## config.mk

```make
export PLATFORM = sky130hd
export DESIGN_NAME = rbst_lane
export DESIGN_NICKNAME = d
export VERILOG_FILES = /design/src/hw/rtl/rbst_pkg.sv /design/src/hw/rtl/rbst_lane.sv
export SDC_FILE = /design/constraint.sdc
export NUM_CORES = 1
export LEC_CHECK = 0
export BUFFER_PORTS_ARGS = -buffer_cell sky130_fd_sc_hd__buf_4
export CAP_MARGIN = 20
export CORE_UTILIZATION = 50
export CTS_CLUSTER_DIAMETER = 40
export DETAILED_ROUTE_END_ITERATION = 10
export HOLD_SLACK_MARGIN = 0.08
export PLACE_DENSITY = 0.75
export REMOVE_ABC_BUFFERS = 1
export SLEW_MARGIN = 20
export SYNTH_ARGS = -nofsm -noshare
export SYNTH_HDL_FRONTEND = slang
export SYNTH_SLANG_ARGS = --single-unit
```

## constraint.sdc

```tcl
create_clock -name clk -period 2.4 [get_ports clk]
set_clock_uncertainty 0.05 [all_clocks]
set_input_delay 0.48 -clock clk [delete_from_list [all_inputs] [get_ports clk]]
set_output_delay 0.48 -clock clk [all_outputs]
set_load 0.03 [all_outputs]
```

## src/hw/rtl/rbst_pkg.sv

```systemverilog
// Package of the ray / box slab test: default widths and shared types.
// Depends on nothing.
`default_nettype none
package rbst_pkg;
  localparam int COORD_BITS_DEF = 16;
  localparam int LATENCY = 3;

  typedef struct packed {
    logic bounded;
    logic pass;
  } rbst_flags_t;
endpackage
`default_nettype wire

```

## src/hw/rtl/rbst_lane.sv

```systemverilog
// One axis lane: forms the slab interval ends as numerator over a non-negative denominator (zero for zero direction).
// Depends on rbst_pkg.
`default_nettype none
module rbst_lane #(
  parameter int COORD_BITS = rbst_pkg::COORD_BITS_DEF
) (
  input  wire logic                         clk,
  input  wire logic signed [COORD_BITS-1:0] bmin,
  input  wire logic signed [COORD_BITS-1:0] bmax,
  input  wire logic signed [COORD_BITS-1:0] org,
  input  wire logic signed [COORD_BITS-1:0] dir,
  output logic signed [COORD_BITS:0]        lo_num,
  output logic signed [COORD_BITS:0]        hi_num,
  output logic signed [COORD_BITS:0]        den,
  output rbst_pkg::rbst_flags_t             flags
);
  logic signed [COORD_BITS:0] bmin_e, bmax_e, org_e, dir_e;

  assign bmin_e = {bmin[COORD_BITS-1], bmin};
  assign bmax_e = {bmax[COORD_BITS-1], bmax};
  assign org_e  = {org[COORD_BITS-1], org};
  assign dir_e  = {dir[COORD_BITS-1], dir};

  always_ff @(posedge clk) begin
    if (dir[COORD_BITS-1]) begin
      lo_num <= org_e - bmax_e;
      hi_num <= org_e - bmin_e;
      den    <= -dir_e;
    end else begin
      lo_num <= bmin_e - org_e;
      hi_num <= bmax_e - org_e;
      den    <= dir_e;
    end
    flags.bounded <= (dir != '0);
    flags.pass    <= (dir != '0) || ((bmin <= org) && (org <= bmax));
  end
endmodule
`default_nettype wire

```

# [Yosys cells after proc, flatten, opt, wreduce, memory -nomap -nowiden]
# Index checks and enable logic that the tools add are counted.
[classes] add_sub_neg=5 n_lt_le_gt_ge=2 muxes=3 n_reduce_logical=3
[op_table] op="16-bit by 16-bit subtractor with 17-bit output" count=4
[op_table] op="17-bit 2-to-1 mux" count=2
[op_table] op="16-bit less-or-equal comparator" count=2
[op_table] op="16-bit negator with 17-bit output" count=1
[op_table] op="16-bit nonzero test" count=1
[op_table] op="15-bit 2-to-1 mux" count=1
[op_table] op="1-bit logical AND" count=1
[op_table] op="1-bit logical OR" count=1
[totals] register_bits=53 input_bits=65 out_inout_bits=53 elab_cells=19

# [Longest topological paths before layout]
# Gate-level depths: netlist of the first run.
[depth] word_depth=3 depth_mapped=10 depth_no_buf=10

# [Least setup slack after synthesis of the first run]
# OpenSTA, ideal clock, no wires.
[synth_timing] path_kind="input port to flip-flop" startpoint="in bmin[2]" endpoint="reg hi_num[14]" setup_time_ps=139 t_arrival_ps=2183 t_required_ps=2211 setup_slack_ps=29 path_stages=10 path_buffers=1 path_cell_list="inv_1 > ha_1 > buf_6 > and3_4 > a221o_1 > a21oi_4 > o221ai_2 > a21boi_2 > xor2_1 > a22oi_1"
[synth_between] elab_chain_cells=2
[synth_rtl] element="start: declaration" line_no="rbst_lane.sv:8" rtl="input wire logic signed [COORD_BITS-1:0] bmin,"
[synth_rtl] element="16-bit by 16-bit subtractor with 17-bit output" line_no="rbst_lane.sv:27" rtl="hi_num <= org_e - bmin_e;"
[synth_rtl] element="17-bit 2-to-1 mux" line_no="rbst_lane.sv:25" rtl="if (dir[COORD_BITS-1]) begin"
[synth_rtl] element="end signal: assignment" line_no="rbst_lane.sv:27"
[synth_rtl] element="end signal: assignment" line_no="rbst_lane.sv:31" rtl="hi_num <= bmax_e - org_e;"
[synth_rtl] element="end: declaration" line_no="rbst_lane.sv:13" rtl="output logic signed [COORD_BITS:0] hi_num,"
# No other way between the ends.
# A chain may end at the register's enable or synchronous reset.

# [Worst setup path after layout of the first run]
[layout_timing] startpoint="in bmin[4]" endpoint="reg hi_num[14]"
# Same word-level chain as after synthesis.

==> summary.md, run 1 <==
| Metric | Value |
|---|---|
| Post-synth EDFFs | 0 |
| Setup Fix Bufs, Post-CTS | 0 |
| Fin. max-slew vios | 0 |
| Grt total ovfl | 0 |
| Share of flip-flops with an asynchronous set or reset | 0% |
| CTS tree | done |
| Worst Tran Pin Value | just under 0.5 ns |
| Sequential fraction of design power | between 20% and 30% |
| Final setup TNS | 0 ns |
| Pwr per Cell Area | roughly 540 mW/mm^2 |
| Hold depth | 1 |
| Max-cap violations | 0 |
| Drt drc | 0 |
| I/O pins | between 100 and 150 |
| Reg area | roughly 0.0011 sq mm |
| Die area | slightly above 0.01 sq mm |
| Slew margin rel. | approximately 67% |
| # resized after CTS | 0 |
| Initial Util | a little over half |
| Clock root buffer | clkbuf_8 |
| Startpoint types | input pin |
| Final Hold Vio Count | 0 |
| DR WL/cell | between 15 and 20 um |
| Finished Cell Area | a little under 0.007 sq mm |
| LEAKAGE | about 3.4 nW |
| Inserted Diodes | 0 |
| Hold path startpoint | dir[0] |
| Post-DP HPWL | ~13 mm |
| Yosys warnings | 0 |
| Main synth FF type | dfxtp_1 |
| Clk sinks | 53 |
| Fin crit share | a little over nine tenths |
| CORE AREA | between 0.009 and 0.01 sq mm |
| Fraction of layout instances using a drive strength above 1 | 31.8% |
| Antenna violations before repair | 0 |
| FMAX | 428 MHz |
| Via count of the first global-routing pass | 4986 |
| Top cells by area, synth | dfxtp_1 22%, ha_1 17%, xnor2_1 6.5% |
| WP data arrival | 2.48 ns |
| Total wire length | between 15 and 20 mm |
| Post-synth top cells | 65 x ha_1, 62 x inv_1, 58 x a21oi_1, 53 x dfxtp_1, 50 x nor2_1 |
| Tot GR Track Use | between 30% and 40% |
| Clock network power share | ~18% |
| Kind of critical path | in2reg |
| Nets | roughly 960 |
| Sequential area share after synthesis | between 20% and 30% |
| Clock-pin slew on the worst setup and hold paths | ~0.11 ns |
| WP data required | around 2.5 ns |
| Synth Area per Inst | ~8 sq um |
| Drt initial violations | around 420 |
| Cell variety after synth | 61 |
| DR vias | 5191 |
| Comb pwr share | 52.7% |
| PortBufs | 117 |
| Finished Layout Cells | between 900 and 1k |
| Top-count cell post-synth | ha_1 |
| Synthesis-stage register bit count | 53 |
| Die H | between 100 and 150 um |
| Area post-placement | 0.00663 sq mm |
| Gpl congestion | 0.998 |
| # H-tree levels | 2 |
| Num rows | 35 |
| Chip width | 101 um |
| Placed Instances | between 900 and 1k |
| Synth Instances | about 620 |
| Via-to-Cell Ratio | around 5.5 |
| Area of the multi-input gates | roughly 0.0035 sq mm |
| Max FO, Critical Path | 5 |
| First-pass GRT wire length | around 24 mm |
| Area grow syn2layout | 38.7% |
| Post-synth top area share | a little over a fifth |
| Fillers | a little over 800 |
| NetSw | between 1 and 1.5 mW |
| Netlist Area Pre-Place | ~0.005 sq mm |
| Antenna-violating nets left | 0 |
| Power Internal | approximately 2.2 mW |
| Hold_buf cts | 0 |
| First drt pass iteration count | 5 |
| Post-layout minimum cycle time | between 2 and 2.5 ns |
| Final setup fails | 0 |
| Hold Crit Endpoint | den[0] |
| Worst setup EP type | flip-flop |
| Num CTS Buffers | 5 |
| Pin count of the biggest net entering global routing | 40 |
| Max VDD drop | a little under 300 uV |
| Worst hold slack | about 0.23 ns |
| Biggest area consumer among synthesized cells | dfxtp_1 |
| Hold crit path type | in2reg |
| RSZ-0062 raised after global routing | no |
| Sw Share | 40.3% |
| Clk buf depth | 2 |
| Status | finished, final reports clean |
[cell usage in the layout, fill, tap and decap left out, types with 8 or more instances in the layout]
cell / n
a21oi_1: 57
nand3_1: 13
xnor2_1: 36
mux2i_1: 13
o21ai_0: 31
nand4_1: 8
a21o_1: 17
dfxtp_1: 53
buf_4: 228
nor2_1: 50
inv_1: 62
nand2_1: 36
ha_1: 63
nand2b_1: 13
xor2_1: 23
[power groups by stage]
| stage | Sequential [mW] | Combinational, mW | Clock, mW |
|---|---|---|---|
| after global routing | 1.09 | 2.06 | 0.685 |
| after detailed placement | 1.09 | 1.89 | 0 |
| after floorplan | 1.38 | 0.767 | 0 |
| final | 1.07 | 1.93 | 0.655 |
| after CTS | 1.08 | 1.90 | 0.661 |
| after global placement | 1.09 | 1.87 | 0 |
[area by class of cell]
cell class / count / share of cell area [%]
clock inverters: 2 / 0.572
well taps: 129 / 2.38
clock buffers: 6 / 1.07
repair buffers: 229 / 25.6
flip-flops and latches: 53 / 15.7
inverters: 63 / 3.49
multi-input cells: 470 / 51.3
[worst max path at each step]
stage / start / to / cells past startpoint
2_1_floorplan: bmin[2] / hi_num[14] / 9
3_3_place_gp: bmin[0] / hi_num[14] / 11
3_5_place_dp: org[0] / hi_num[14] / 11
4_1_cts: org[0] / hi_num[14] / 11
5_1_grt: bmin[0] / lo_num[12] / 12
6_report: bmin[4] / hi_num[14] / 10
[per-layer routing]
layer	wire length [um]	up-vias	global-route usage, %
li1	-	2543	-
met1	6990	2350	43.4
met2	6750	264	49.5
met3	1290	34	3.05
met4	480	0	10.9
met5	0	-	0
[cell families (layout without fill, tap and decap cells)]
logic type	Yosys count	after routing	share of synthesized area, %
compound gates	183	183	24.9
simple gates	145	145	13.9
buf+inv	96	300	7.81
fa+ha+maj	69	69	18.3
xor+xnor	59	59	10.6
flops	53	53	21.7
mux	13	13	2.66
other cells	1	1	0.0768
[registers in the layout, summed over array words and instances, names as in the netlist]
name	flops
lo_num	17
hi_num	17
flags	2
den	17
[worst max-delay path, stage by stage]
cell      delay [ns]
buf_4           0.09
inv_1           0.03
ha_1            0.36
and3_4          0.21
a221o_1         0.38
a21oi_4         0.19
o221ai_2        0.16
a21boi_2        0.17
xor2_1          0.25
a22oi_1         0.15
[through the flow]
step | total power [mW] | utilization (%) | setup WS (ns)
final | 3.66 | 72.3 | 0.0616
after global routing | 3.83 | 72.3 | 0.0110
after CTS | 3.63 | 71.9 | 0.0794
after detailed placement | 2.98 | 70.8 | -0.261
after global placement | 2.96 | 70.8 | -0.254
after floorplan | 2.15 | - | 0.0423
Note: power is estimated with default switching activity, not from simulation.
==> run 2: changes to the inputs <==
==> constraint.sdc (replaced) <==
create_clock -name clk -period 1.95 [get_ports clk]
set_clock_uncertainty 0.05 [all_clocks]
set_input_delay 0.39 -clock clk [delete_from_list [all_inputs] [get_ports clk]]
set_output_delay 0.39 -clock clk [all_outputs]
set_load 0.03 [all_outputs]
==> run 2 against run 1 <==
The run now ends with setup timing left. Highest routed layer unchanged. Global-route usage is 4.8 points higher. Combinational power is 52% higher. Sequential share of layout area is 2.3 points lower. Critical endpoint is now hi_num[8].
==> summary.md, run 2 (same netlist as run 1, synthesis figures left out) <==
| Metric | Value |
|---|---|
| Status | finished, violations left |
| Failing checks | setup timing |
| Fin crit share | 109% |
| Pwr per Cell Area | ~640 mW/mm^2 |
| CORE AREA | 0.00937 sq mm |
| Grt total ovfl | 0 |
| Max FO, Critical Path | 5 |
| Commonest non-fill, non-tap cell in the layout | buf_4 |
| Final Hold Vio Count | 0 |
| Total wire length | 21.0 mm |
| RSZ-0062 raised after global routing | yes |
| Chip width | 101 um |
| Kind of critical path | in2reg |
| First drt pass iteration count | 6 |
| Slew margin rel. | a little over three fifths |
| Die H | a little over 100 um |
| Num CTS Buffers | 5 |
| Hold_buf cts | 0 |
| Via-to-Cell Ratio | ~6.0 |
| Area grow syn2layout | 62.4% |
| Fraction of layout instances using a drive strength above 1 | 46.7% |
| Post-layout util | between 80% and 90% |
| Tot GR Track Use | between 30% and 40% |
| Initial Util | roughly 52% |
| DR WL/cell | approximately 21 um |
| First-pass GRT wire length | 27.9 mm |
| Max VDD drop | 442 uV |
| Final setup TNS | -2.11 ns |
| Nets | slightly above 1k |
| Finished Layout Cells | approximately 1.0k |
| Antenna-violating nets left | 0 |
| Clk sinks | 53 |
| I/O pins | 118 |
| Design Power | 5.08 mW |
| Via count of the first global-routing pass | between 5k and 6k |
| Slowest-stage cell, CP | a221o_1 |
| Final setup margin | -0.182 ns |
| Worst setup EP type | flip-flop |
| Startpoint types | input pin |
| Post-DP HPWL | approximately 14 mm |
| Clk buf depth | 2 |
| Area post-placement | between 0.006 and 0.007 sq mm |
| Commonest non-fill, non-tap cells in the layout | 282 x buf_4, 53 x dfxtp_1, 51 x inv_1, 48 x nor2_1, 41 x ha_1 |
| Placed Instances | slightly below 1k |
| WP data required | between 2 and 2.5 ns |
| Num rows | 35 |
| FMAX | between 400 and 500 MHz |
| Drt initial violations | 665 |
| Worst hold slack | between 0.15 and 0.2 ns |
| WP data arrival | 2.27 ns |
| Post-layout minimum cycle time | about 2.1 ns |
| Final setup fails | 21 |
| Die area | 0.0102 sq mm |
| DR vias | ~6.0k |
| Antenna violations before repair | 0 |
| Post-Place Setup Slack | -0.598 ns |
| Gpl congestion | 0.987 |
| LEAKAGE | between 3 and 4 nW |
| Finished Cell Area | 0.00793 sq mm |
| Fillers | ~530 |
| Critical path's largest stage delay | around 0.37 ns |
| # H-tree levels | 2 |
| Worst Tran Pin Value | around 0.55 ns |
| Clock root buffer | clkbuf_8 |
| Hold depth | 1 |
| Drt drc | 0 |
| Critical-path cell list | buf_12 -> clkinvlp_4 -> buf_6 -> fa_2 -> inv_2 -> a221o_1 -> a21oi_4 -> o21bai_2 -> a21oi_2 -> xor2_1 -> mux2i_1 |
| Max-cap violations | 0 |
| Clock-pin slew on the worst setup and hold paths | 0.10 ns |
| Hold crit path type | in2reg |
| CTS tree | done |
| Pin count of the biggest net entering global routing | 27 |
| Fin. max-slew vios | 0 |
| PortBufs | 117 |
| Inserted Diodes | 0 |
| Largest registers | den (17), hi_num (17), lo_num (17) |
==> run 2: layer usage <==
metal  up-vias  routed length (um)  global-route usage [%]
li1       2663                   -                       -
met2       463                9570                    59.7
met5         -                   0                       0
met3       113                2230                    6.45
met1      2808                8050                    46.3
met4         0                1120                    12.3
==> run 2: repair_timing <==
action                     CTS  global route
pin swaps                   38            34
setup endpoints to repair   19            22
resized for setup           86            67
gates cloned                 0             0
setup buffers                9             7
==> run 2: area by class of cell <==
class,instances,area (sq um),area share [%]
Multi-Input combinational cell,470,4130,52.0
Inverter,63,253,3.19
Clock buffer,6,72.6,0.915
Tap cell,129,161,2.04
Sequential cell,53,1060,13.4
Timing Repair Buffer,289,2220,28.0
Clock inverter,2,38.8,0.489
==> run 2: path summary, 6_finish.rpt <==
| path | start | to |
|---|---|---|
| setup / recovery | org[1] | hi_num[8] |
| hold / removal | dir[0] | den[0] |
==> run 2: power breakdown <==
part	switching, mW	total, mW	internal, mW
Sequential	0.0669	1.33	1.26
Clock	0.425	0.812	0.387
Combinational	1.65	2.94	1.29
==> run 2: critical path: cells and delay by family <==
| kind | cells | cell delay [ns] |
|---|---|---|
| muxes | 1 | 0.13 |
| AOI/OAI and AO/OA | 4 | 0.91 |
| adders and majority gates | 1 | 0.22 |
| xor gates and xnor gates | 1 | 0.23 |
| buffers and inverters | 4 | 0.39 |
